--- config.mk ---
export PLATFORM = sky130hd
export DESIGN_NAME = postfix_expression_evaluator
export DESIGN_NICKNAME = d
export VERILOG_FILES = /design/src/rtl/rpn_pkg.sv /design/src/rtl/rpn_stack.sv /design/src/rtl/rpn_alu.sv /design/src/rtl/postfix_expression_evaluator.sv
export SDC_FILE = /design/constraint.sdc
export NUM_CORES = 2
export LEC_CHECK = 0
export ABC_AREA = 0
export BUFFER_PORTS_ARGS = -buffer_cell sky130_fd_sc_hd__buf_2
export CORE_UTILIZATION = 55
export DETAILED_ROUTE_END_ITERATION = 6
export PLACE_DENSITY = 0.74
export SYNTH_ARGS = -nofsm -noshare
export SYNTH_HDL_FRONTEND = slang
export SYNTH_SLANG_ARGS = --single-unit
--- constraint.sdc ---
create_clock -name clk_i -period 10.4 [get_ports clk_i]
set_input_delay 2.08 -clock clk_i [delete_from_list [all_inputs] [get_ports clk_i]]
set_output_delay 2.08 -clock clk_i [all_outputs]
set_load 0.02 [all_outputs]
--- src/rtl/rpn_pkg.sv ---
package rpn_pkg;

  localparam int VAL_W    = 48;
  localparam int STATUS_W = 3;
  localparam int SYM_W    = 8;
  localparam int CNT_W    = 16;

  localparam int STACK_DEPTH_DEF   = 16;
  localparam int FRACTION_BITS_DEF = 16;

  localparam logic [SYM_W-1:0] SYM_ZERO  = 8'h30;
  localparam logic [SYM_W-1:0] SYM_NINE  = 8'h39;
  localparam logic [SYM_W-1:0] SYM_PLUS  = 8'h2B;
  localparam logic [SYM_W-1:0] SYM_MINUS = 8'h2D;
  localparam logic [SYM_W-1:0] SYM_STAR  = 8'h2A;
  localparam logic [SYM_W-1:0] SYM_SLASH = 8'h2F;
  localparam logic [SYM_W-1:0] SYM_TAB   = 8'h09;
  localparam logic [SYM_W-1:0] SYM_CR    = 8'h0D;
  localparam logic [SYM_W-1:0] SYM_SPACE = 8'h20;

  localparam logic [VAL_W-1:0] VAL_MAXP = {1'b0, {(VAL_W-1){1'b1}}};
  localparam logic [VAL_W-1:0] VAL_MAXN = {1'b1, {(VAL_W-1){1'b0}}};

  typedef enum logic [STATUS_W-1:0] {
    STS_OK        = 3'd0,
    STS_MALFORMED = 3'd1,
    STS_STACK     = 3'd2,
    STS_DIV_ZERO  = 3'd3,
    STS_SAT       = 3'd4
  } status_e;

  typedef enum logic [1:0] {
    OP_ADD,
    OP_SUB,
    OP_MUL,
    OP_DIV
  } alu_op_e;

  typedef enum logic [2:0] {
    CTL_IDLE,
    CTL_OP_RD,
    CTL_OP_EX,
    CTL_FIN_RD,
    CTL_FIN_OUT
  } ctl_state_e;

  typedef enum logic [2:0] {
    ALU_IDLE,
    ALU_MUL,
    ALU_DIV,
    ALU_FIN,
    ALU_DONE
  } alu_state_e;

  typedef struct packed {
    logic    start;
    alu_op_e op;
  } alu_req_t;

  typedef struct packed {
    logic done;
    logic sat;
    logic div_zero;
  } alu_rsp_t;

endpackage

--- src/rtl/rpn_stack.sv ---
module rpn_stack #(
  parameter int STACK_DEPTH = rpn_pkg::STACK_DEPTH_DEF
) (
  input  logic                              clk_i,
  input  logic                              wr_en_i,
  input  logic [$clog2(STACK_DEPTH)-1:0]    wr_addr_i,
  input  logic [rpn_pkg::VAL_W-1:0]         wr_data_i,
  input  logic [$clog2(STACK_DEPTH)-1:0]    rd_addr_a_i,
  input  logic [$clog2(STACK_DEPTH)-1:0]    rd_addr_b_i,
  output logic [rpn_pkg::VAL_W-1:0]         rd_data_a_o,
  output logic [rpn_pkg::VAL_W-1:0]         rd_data_b_o
);
  import rpn_pkg::*;

  logic [VAL_W-1:0] mem_q [STACK_DEPTH];

  always_ff @(posedge clk_i) begin
    if (wr_en_i) begin
      mem_q[wr_addr_i] <= wr_data_i;
    end
  end

  // Both read ports are always on; read data is registered and lands in the cycle after the address.
  always_ff @(posedge clk_i) begin
    rd_data_a_o <= mem_q[rd_addr_a_i];
    rd_data_b_o <= mem_q[rd_addr_b_i];
  end

endmodule

--- src/rtl/rpn_alu.sv ---
module rpn_alu #(
  parameter int FRACTION_BITS = rpn_pkg::FRACTION_BITS_DEF
) (
  input  logic                      clk_i,
  input  logic                      rst_ni,
  input  rpn_pkg::alu_req_t         req_i,
  input  logic [rpn_pkg::VAL_W-1:0] lhs_i,
  input  logic [rpn_pkg::VAL_W-1:0] rhs_i,
  output rpn_pkg::alu_rsp_t         rsp_o,
  output logic [rpn_pkg::VAL_W-1:0] result_o
);
  import rpn_pkg::*;

  localparam int QW = VAL_W + FRACTION_BITS;  // quotient bits, integer plus fraction
  localparam int CW = $clog2(QW + 1);

  alu_state_e         state_q, state_d;
  logic [CW-1:0]      cnt_q, cnt_d;
  alu_op_e            op_q, op_d;
  logic               neg_q, neg_d;
  logic [VAL_W-1:0]   ma_q, ma_d;
  logic [VAL_W-1:0]   mb_q, mb_d;
  logic [2*VAL_W-1:0] prod_q, prod_d;
  logic [VAL_W-1:0]   rem_q, rem_d;
  logic [QW-1:0]      dq_q, dq_d;
  logic [VAL_W-1:0]   res_q, res_d;
  logic               sat_q, sat_d;
  logic               dz_q, dz_d;

  logic [VAL_W-1:0]   mag_l, mag_r;
  logic [VAL_W+1:0]   sx_l, sx_r, sum;
  logic               sum_ovf;
  logic [VAL_W:0]     mul_sum;
  logic [VAL_W:0]     trial;
  logic               fits;
  logic [VAL_W-1:0]   rem_next;
  logic [VAL_W-1:0]   lim;
  logic [2*VAL_W-1:0] mul_full;
  logic               mul_over, div_over, fin_over;
  logic [VAL_W-1:0]   fin_mag;

  always_comb begin
    mag_l = lhs_i[VAL_W-1] ? (~lhs_i + 1'b1) : lhs_i;
    mag_r = rhs_i[VAL_W-1] ? (~rhs_i + 1'b1) : rhs_i;
    sx_l  = {{2{lhs_i[VAL_W-1]}}, lhs_i};
    sx_r  = {{2{rhs_i[VAL_W-1]}}, rhs_i};
    sum   = (req_i.op == OP_SUB) ? (sx_l - sx_r) : (sx_l + sx_r);
    // top three bits disagree: outside the 48-bit range
    sum_ovf = !((&sum[VAL_W+1:VAL_W-1]) || (~|sum[VAL_W+1:VAL_W-1]));

    // shift-add multiply, one multiplier bit per step
    mul_sum = {1'b0, prod_q[2*VAL_W-1:VAL_W]} + (prod_q[0] ? {1'b0, ma_q} : '0);

    // restoring divide, one quotient bit per step
    trial    = {rem_q, dq_q[QW-1]};
    fits     = trial >= {1'b0, mb_q};
    rem_next = fits ? VAL_W'(trial - {1'b0, mb_q}) : trial[VAL_W-1:0];

    lim      = neg_q ? VAL_MAXN : VAL_MAXP;
    mul_full = prod_q >> FRACTION_BITS;
    mul_over = mul_full > {{VAL_W{1'b0}}, lim};
    div_over = dq_q > QW'(lim);
    if (op_q == OP_MUL) begin
      fin_over = mul_over;
      fin_mag  = mul_over ? lim : mul_full[VAL_W-1:0];
    end else begin
      fin_over = div_over;
      fin_mag  = div_over ? lim : dq_q[VAL_W-1:0];
    end
  end

  always_comb begin
    state_d = state_q;
    cnt_d   = cnt_q;
    op_d    = op_q;
    neg_d   = neg_q;
    ma_d    = ma_q;
    mb_d    = mb_q;
    prod_d  = prod_q;
    rem_d   = rem_q;
    dq_d    = dq_q;
    res_d   = res_q;
    sat_d   = sat_q;
    dz_d    = dz_q;
    case (state_q)
      ALU_IDLE: begin
        if (req_i.start) begin
          op_d  = req_i.op;
          neg_d = lhs_i[VAL_W-1] ^ rhs_i[VAL_W-1];
          ma_d  = mag_l;
          mb_d  = mag_r;
          cnt_d = '0;
          sat_d = 1'b0;
          dz_d  = 1'b0;
          case (req_i.op)
            OP_ADD, OP_SUB: begin
              sat_d   = sum_ovf;
              res_d   = sum_ovf ? (sum[VAL_W+1] ? VAL_MAXN : VAL_MAXP) : sum[VAL_W-1:0];
              state_d = ALU_DONE;
            end
            OP_MUL: begin
              prod_d  = {{VAL_W{1'b0}}, mag_r};
              state_d = ALU_MUL;
            end
            default: begin
              if (mag_r == '0) begin
                res_d   = '0;
                dz_d    = 1'b1;
                state_d = ALU_DONE;
              end else begin
                rem_d   = '0;
                dq_d    = QW'(mag_l) << FRACTION_BITS;
                state_d = ALU_DIV;
              end
            end
          endcase
        end
      end
      ALU_MUL: begin
        prod_d = {mul_sum, prod_q[VAL_W-1:1]};
        cnt_d  = cnt_q + 1'b1;
        if (cnt_q == CW'(VAL_W - 1)) begin
          state_d = ALU_FIN;
        end
      end
      ALU_DIV: begin
        rem_d = rem_next;
        dq_d  = {dq_q[QW-2:0], fits};
        cnt_d = cnt_q + 1'b1;
        if (cnt_q == CW'(QW - 1)) begin
          state_d = ALU_FIN;
        end
      end
      ALU_FIN: begin
        sat_d   = fin_over;
        res_d   = neg_q ? (~fin_mag + 1'b1) : fin_mag;
        state_d = ALU_DONE;
      end
      ALU_DONE: begin
        state_d = ALU_IDLE;
      end
      default: begin
        state_d = ALU_IDLE;
      end
    endcase
  end

  always_ff @(posedge clk_i or negedge rst_ni) begin
    if (!rst_ni) begin
      state_q <= ALU_IDLE;
    end else begin
      state_q <= state_d;
    end
  end

  always_ff @(posedge clk_i) begin
    cnt_q  <= cnt_d;
    op_q   <= op_d;
    neg_q  <= neg_d;
    ma_q   <= ma_d;
    mb_q   <= mb_d;
    prod_q <= prod_d;
    rem_q  <= rem_d;
    dq_q   <= dq_d;
    res_q  <= res_d;
    sat_q  <= sat_d;
    dz_q   <= dz_d;
  end

  assign rsp_o.done     = (state_q == ALU_DONE);
  assign rsp_o.sat      = sat_q;
  assign rsp_o.div_zero = dz_q;
  assign result_o       = res_q;

endmodule

--- src/rtl/postfix_expression_evaluator.sv ---
// Channel  | Direction | Handshake               | Payload
// ---------+-----------+-------------------------+-------------------------------
// in       | sink      | in_valid_i / in_stall_o | symbol_i[7:0], last_symbol_i
// out      | source    | out_valid_o/out_stall_i | result_value_o[47:0], status_o[2:0]
//
// Timing: whitespace, digits and other operand characters are taken without a stall; an
// operator with two stack entries goes through stack read, ALU and write back, with 48
// shift-add steps for * and one restoring-divide step per quotient bit in the ALU for /.
// The last character adds the top-of-stack read before the result transfer.
// Reset clears pointer, counters, status and control; stack memory is not cleared.
// The result sits in an output register; a stall there only holds the block once the
// next expression is ready to finish.
module postfix_expression_evaluator #(
  parameter int STACK_DEPTH   = rpn_pkg::STACK_DEPTH_DEF,
  parameter int FRACTION_BITS = rpn_pkg::FRACTION_BITS_DEF
) (
  input  logic                                clk_i,
  input  logic                                rst_ni,
  input  logic                                in_valid_i,
  output logic                                in_stall_o,
  input  logic [rpn_pkg::SYM_W-1:0]           symbol_i,
  input  logic                                last_symbol_i,
  output logic                                out_valid_o,
  input  logic                                out_stall_i,
  output logic signed [rpn_pkg::VAL_W-1:0]    result_value_o,
  output logic [rpn_pkg::STATUS_W-1:0]        status_o
);
  import rpn_pkg::*;

  localparam int AW  = $clog2(STACK_DEPTH);      // stack address
  localparam int SPW = $clog2(STACK_DEPTH + 1);  // pointer can hold the depth itself

  ctl_state_e        state_q, state_d;
  logic [SPW-1:0]    sp_q, sp_d;
  logic [CNT_W-1:0]  optr_q, optr_d;
  logic [CNT_W-1:0]  opnd_q, opnd_d;
  status_e           sticky_q, sticky_d;
  alu_op_e           op_q, op_d;
  logic              last_q, last_d;
  logic              out_valid_q, out_valid_d;
  logic [VAL_W-1:0]  out_value_q, out_value_d;
  status_e           out_status_q, out_status_d;

  logic              accept;
  logic              is_space, is_op, is_digit;
  alu_op_e           sym_op;
  logic [SPW-1:0]    sp_m1, sp_m2;
  logic              wr_en;
  logic [AW-1:0]     wr_addr;
  logic [VAL_W-1:0]  wr_data;
  logic [VAL_W-1:0]  rd_top, rd_next;
  logic [VAL_W-1:0]  push_val;
  logic [SYM_W-1:0]  digit;
  alu_req_t          alu_req;
  alu_rsp_t          alu_rsp;
  logic [VAL_W-1:0]  alu_res;
  logic              malformed;
  status_e           fin_fault, fin_status;

  assign accept = in_valid_i && !in_stall_o;
  assign sp_m1  = sp_q - 1'b1;
  assign sp_m2  = sp_q - 2'd2;
  assign digit  = symbol_i - SYM_ZERO;
  assign push_val = VAL_W'(digit[3:0]) << FRACTION_BITS;

  // character classes
  always_comb begin
    is_space = (symbol_i inside {[SYM_TAB:SYM_CR], SYM_SPACE});
    is_digit = (symbol_i inside {[SYM_ZERO:SYM_NINE]});
    is_op    = 1'b1;
    case (symbol_i)
      SYM_PLUS:  sym_op = OP_ADD;
      SYM_MINUS: sym_op = OP_SUB;
      SYM_STAR:  sym_op = OP_MUL;
      SYM_SLASH: sym_op = OP_DIV;
      default: begin
        sym_op = OP_ADD;
        is_op  = 1'b0;
      end
    endcase
  end

  // end-of-expression status: count check first, then first fault seen
  always_comb begin
    malformed = ({1'b0, opnd_q} != ({1'b0, optr_q} + 1'b1));
    if (sticky_q != STS_OK) begin
      fin_fault = sticky_q;
    end else if (sp_q == '0) begin
      fin_fault = STS_STACK;
    end else begin
      fin_fault = STS_OK;
    end
    fin_status = malformed ? STS_MALFORMED : fin_fault;
  end

  rpn_stack #(
    .STACK_DEPTH(STACK_DEPTH)
  ) u_stack (
    .clk_i      (clk_i),
    .wr_en_i    (wr_en),
    .wr_addr_i  (wr_addr),
    .wr_data_i  (wr_data),
    .rd_addr_a_i(sp_m1[AW-1:0]),
    .rd_addr_b_i(sp_m2[AW-1:0]),
    .rd_data_a_o(rd_top),
    .rd_data_b_o(rd_next)
  );

  rpn_alu #(
    .FRACTION_BITS(FRACTION_BITS)
  ) u_alu (
    .clk_i   (clk_i),
    .rst_ni  (rst_ni),
    .req_i   (alu_req),
    .lhs_i   (rd_next),
    .rhs_i   (rd_top),
    .rsp_o   (alu_rsp),
    .result_o(alu_res)
  );

  always_comb begin
    state_d      = state_q;
    sp_d         = sp_q;
    optr_d       = optr_q;
    opnd_d       = opnd_q;
    sticky_d     = sticky_q;
    op_d         = op_q;
    last_d       = last_q;
    out_valid_d  = out_valid_q && out_stall_i;
    out_value_d  = out_value_q;
    out_status_d = out_status_q;
    wr_en        = 1'b0;
    wr_addr      = sp_q[AW-1:0];
    wr_data      = push_val;
    alu_req.start = 1'b0;
    alu_req.op    = op_q;
    in_stall_o   = (state_q != CTL_IDLE);

    case (state_q)
      CTL_IDLE: begin
        if (accept) begin
          last_d  = last_symbol_i;
          state_d = last_symbol_i ? CTL_FIN_RD : CTL_IDLE;
          if (!is_space) begin
            if (is_op) begin
              if (optr_q != '1) begin
                optr_d = optr_q + 1'b1;
              end
              if (sp_q < SPW'(2)) begin
                if (sticky_q == STS_OK) sticky_d = STS_STACK;
              end else begin
                op_d    = sym_op;
                state_d = CTL_OP_RD;   // operand reads were issued at this edge
              end
            end else begin
              if (opnd_q != '1) begin
                opnd_d = opnd_q + 1'b1;
              end
              if (is_digit) begin
                if (sp_q == SPW'(STACK_DEPTH)) begin
                  if (sticky_q == STS_OK) sticky_d = STS_STACK;
                end else begin
                  wr_en = 1'b1;
                  sp_d  = sp_q + 1'b1;
                end
              end
            end
          end
        end
      end
      CTL_OP_RD: begin
        alu_req.start = 1'b1;
        state_d       = CTL_OP_EX;
      end
      CTL_OP_EX: begin
        if (alu_rsp.done) begin
          // pop two, push one: result lands where the left operand was
          wr_en   = 1'b1;
          wr_addr = sp_m2[AW-1:0];
          wr_data = alu_res;
          sp_d    = sp_m1;
          if (sticky_q == STS_OK) begin
            if (alu_rsp.div_zero) begin
              sticky_d = STS_DIV_ZERO;
            end else if (alu_rsp.sat) begin
              sticky_d = STS_SAT;
            end
          end
          state_d = last_q ? CTL_FIN_RD : CTL_IDLE;
        end
      end
      CTL_FIN_RD: begin
        state_d = CTL_FIN_OUT;  // top-of-stack read in flight
      end
      CTL_FIN_OUT: begin
        if (!out_valid_q || !out_stall_i) begin
          out_valid_d  = 1'b1;
          out_status_d = fin_status;
          if (((fin_status == STS_OK) || (fin_status == STS_SAT)) && (sp_q != '0)) begin
            out_value_d = rd_top;
          end else begin
            out_value_d = '0;
          end
          sp_d     = '0;
          optr_d   = '0;
          opnd_d   = '0;
          sticky_d = STS_OK;
          state_d  = CTL_IDLE;
        end
      end
      default: begin
        state_d = CTL_IDLE;
      end
    endcase
  end

  always_ff @(posedge clk_i or negedge rst_ni) begin
    if (!rst_ni) begin
      state_q     <= CTL_IDLE;
      sp_q        <= '0;
      optr_q      <= '0;
      opnd_q      <= '0;
      sticky_q    <= STS_OK;
      out_valid_q <= 1'b0;
    end else begin
      state_q     <= state_d;
      sp_q        <= sp_d;
      optr_q      <= optr_d;
      opnd_q      <= opnd_d;
      sticky_q    <= sticky_d;
      out_valid_q <= out_valid_d;
    end
  end

  always_ff @(posedge clk_i) begin
    op_q         <= op_d;
    last_q       <= last_d;
    out_value_q  <= out_value_d;
    out_status_q <= out_status_d;
  end

  assign out_valid_o    = out_valid_q;
  assign result_value_o = out_value_q;
  assign status_o       = out_status_q;

endmodule

==> out/metrics.cfg <==
[routing]
drt-pass1-iter-count = 7
drc = 2
vias_per_cell = 6.82
routedWlPerCell_um = 28.7
ant_nets = 0
drt-initial-drc-count = 6384
drt_wl_total_um = 201000
num_vias = 47600

[logic_synthesis]
yosysWarnings = 0
syn_inst = 5200
netlist_area_mm2 = 0.0704
ys_types = 84
ys_ff_latch = 1329
ys_seq_area_share_pct = 55.0
syn_nets = 5469
synth_common_cells = edfxtp_1 (1186), nor2_1 (528), mux4_2 (480)
synth_ff_type = edfxtp_1
synth_most_common_cell = edfxtp_1
synth_edf_count = 1186
yosysTopAreaCell = edfxtp_1
ys_async_sr_fraction_pct = 3.54
syn-mean-instance-area_um2 = 13.5
synth_area_leaders = edfxtp_1 (51%), mux4_2 (15%), ha_1 (4.5%), nor2_1 (2.8%), dfxtp_1 (2.7%)
yosysTopAreaCellShare_pct = 50.6

[cts]
cts_sinks = 1329
clock_latency_ns = 0.83
postCtsSetupBuffers = 0
ctsResizeCount = 0
ctsRootBufferMaster = clkbuf_16
clk_pin_slew_worst_paths_ns = 0.06
cts_tree = done
hold_buffers = 0
cts_max_path_buffers = 3
htree_levels = 4
cts_buffers = 143

[pwr]
p_leak_nw = 28.0
netSwitchingFraction_pct = 39.6
internal-power_mw = 14.5
power-per-cell-area_mw_per_mm2 = 310
power_frac_comb_pct = 45.0
switching_power_mw = 9.51
pwr-share-seq_pct = 32.9
pwr-share-clk_pct = 22.1
peakVddDrop_mv = 0.359
p_total_mw = 24.0

[hold_path]
min_path_type = flop to flop

[worst_setup_path]
reg2reg_setup_slack_ns = 3.79
path_max_fanout = 93
crit_start = u_alu.neg_q
critical_path.endpoint = u_alu.result_o[44]
r2r_cells = 18
cp.required_ns = 10.91
start_kind = flop
endpoint_kind = flop
reg2reg_from = u_alu.neg_q
r2r_end = u_alu.result_o[44]
critical_path_arrival_ns = 7.12
critPathKind = flop to flop

[global_routing]
grt_max_degree = 134
grt_overflow = 0
grt_pass1_wl_um = 297000
grt_use_total_pct = 30.9
grt_pass1_vias = 45700
antenna_found_initial = 13

[run_status]
violations = design-rule violations
outcome = finished, violations left

[timing]
hold_ws_ns = 0.504
tightest_slew_ns = 1.34
fin_skew_ns = 0.0460
clock.fmax_mhz = 151
drv_slew = 0
finalSetupTns_ns = 0
finalSetupViolCount = 0
maxSlewHeadroom_pct = 10.2
period_needed_ns = 6.61
hold_viol_final = 0
rsz0062_at_grt = false
finalCritPeriodShare_pct = 63.6

[placed_design]
dp_hpwl_um = 130000
place_congestion = 0.998
portBuffers = 65
placed_area_mm2 = 0.0726

[run]
cap_violations = 0

[layout]
final_layout_size_suffix_gt1_share_pct = 17.3
nNetsFinal = 5474
syn_to_final_growth_pct = 10.1
final_util_pct = 61.4
stdcell_area_mm2 = 0.0775

[die]
dieHeight_um = 360
io_pins = 66
rows = 130
core_area_mm2 = 0.126
die_w_um = 360
initial_utilization_pct = 55.8
dieArea_mm2 = 0.129

## layout make-up
cell class	count	area (um^2)
Multi-Input combinational cell	3438	30300
Clock buffer	175	3830
Fill cell	9284	48700
Inverter	160	603
Sequential cell	1329	38700
Tap cell	1650	2060
Clock inverter	87	1050
Antenna cell	7	17.5
Timing Repair Buffer	133	886
## sequential cells by signal, indices dropped and copies added (netlist names), 3 cells and up
name                 count
u_stack.rd_data_b_o     48
u_alu.rem_q             48
u_alu.result_o          48
u_stack.rd_data_a_o     48
u_alu.state_q            3
u_alu.cnt_q              7
state_q                  3
optr_q                  16
result_value_o          48
sticky_q                 3
u_alu.dq_q              64
u_alu.ma_q              48
u_alu.prod_q            96
u_stack.mem_q          768
opnd_q                  16
status_o                 3
u_alu.mb_q              48
sp_q                     5
## cells by family after synthesis
| logic type | synth area share, % |
|---|---|
| simple gates | 9.82 |
| flops | 55.0 |
| compound gates | 8.22 |
| mux | 15.7 |
| buf+inv | 2.32 |
| xor+xnor | 4.29 |
| fa+ha+maj | 4.60 |
## power by group through the flow
stage	Sequential [mW]	Clock, mW	Combinational, mW
after detailed placement	7.96	0	10.6
after CTS	7.86	5.35	10.7
after floorplan	7.50	0	7.85
final	7.90	5.30	10.8
after global placement	7.95	0	10.4
after global routing	7.94	5.54	11.6
## worst max-delay path, stage by stage (launching register included)
cell and delay (ns):
edfxtp_1 0.32, buf_4 0.39, buf_4 0.87, ha_1 0.40, a211oi_1 0.24, nor2_1 0.08, a2111oi_0 0.38, o211ai_1 0.23
nor4_1 0.57, nor3_1 0.15, o21a_1 0.22, a221oi_1 0.33, ha_1 0.31, nand3_1 0.15, nor4_2 0.60, nand3_1 0.33
nor4b_1 0.39, mux2i_1 0.23, o22ai_1 0.11
## through the flow
stage,worst slack [ns],std cells
floorplan,1.93,5200
global placement,3.97,6710
detailed placement,3.89,6710
CTS,3.85,6972
global route,3.26,6972
finish,3.79,6979
## cells in the final DEF, fill, tap and decap left out, types with 18 or more instances in the layout
cell	Yosys	final
clkbuf_1	213	20
o21bai_1	26	26
nor3_1	80	79
a211oi_1	19	19
xnor2_1	177	175
o22ai_1	42	42
ha_1	253	251
and3_1	83	83
nor4_1	45	45
buf_2	5	65
a22oi_1	18	18
clkinv_1	0	18
o31ai_1	36	36
o211ai_1	19	19
a31oi_1	32	32
a221oi_1	21	21
or4_1	19	19
mux4_2	480	480
and2_1	130	129
dfrtp_1	47	45
o21ai_0	200	197
buf_4	0	64
edfxtp_1	1186	1186
nor2b_1	32	32
or3_1	24	24
nand2_1	250	249
nand2b_1	40	39
dfxtp_1	96	95
clkinv_2	0	25
nor2_1	528	512
inv_1	160	159
xor2_1	168	166
o41ai_1	23	23
clkbuf_16	0	144
a21oi_1	270	268
nand3_1	66	66
a22o_1	18	18
nand4_1	58	58
a21o_1	78	78
## worst min-delay path by stage
stage | start | end | slack [ns] | cells past startpoint
after floorplan | op_q[1] | u_alu.op_q[1] | 0.42 | 0
after global placement | optr_q[1] | optr_q[1] | 0.49 | 2
after detailed placement | optr_q[1] | optr_q[1] | 0.50 | 2
after CTS | optr_q[1] | optr_q[1] | 0.51 | 2
after global routing | optr_q[1] | optr_q[1] | 0.55 | 2
final | optr_q[1] | optr_q[1] | 0.50 | 2
## layer usage
layer	vias to the layer above	routed length, um	global-route usage (%)
met1	23900	77800	42.4
met4	6	8290	13.0
li1	20300	-	-
met2	2914	91000	46.7
met3	492	23400	8.19
met5	-	43	0
Note: power is estimated with default switching activity, not from simulation.
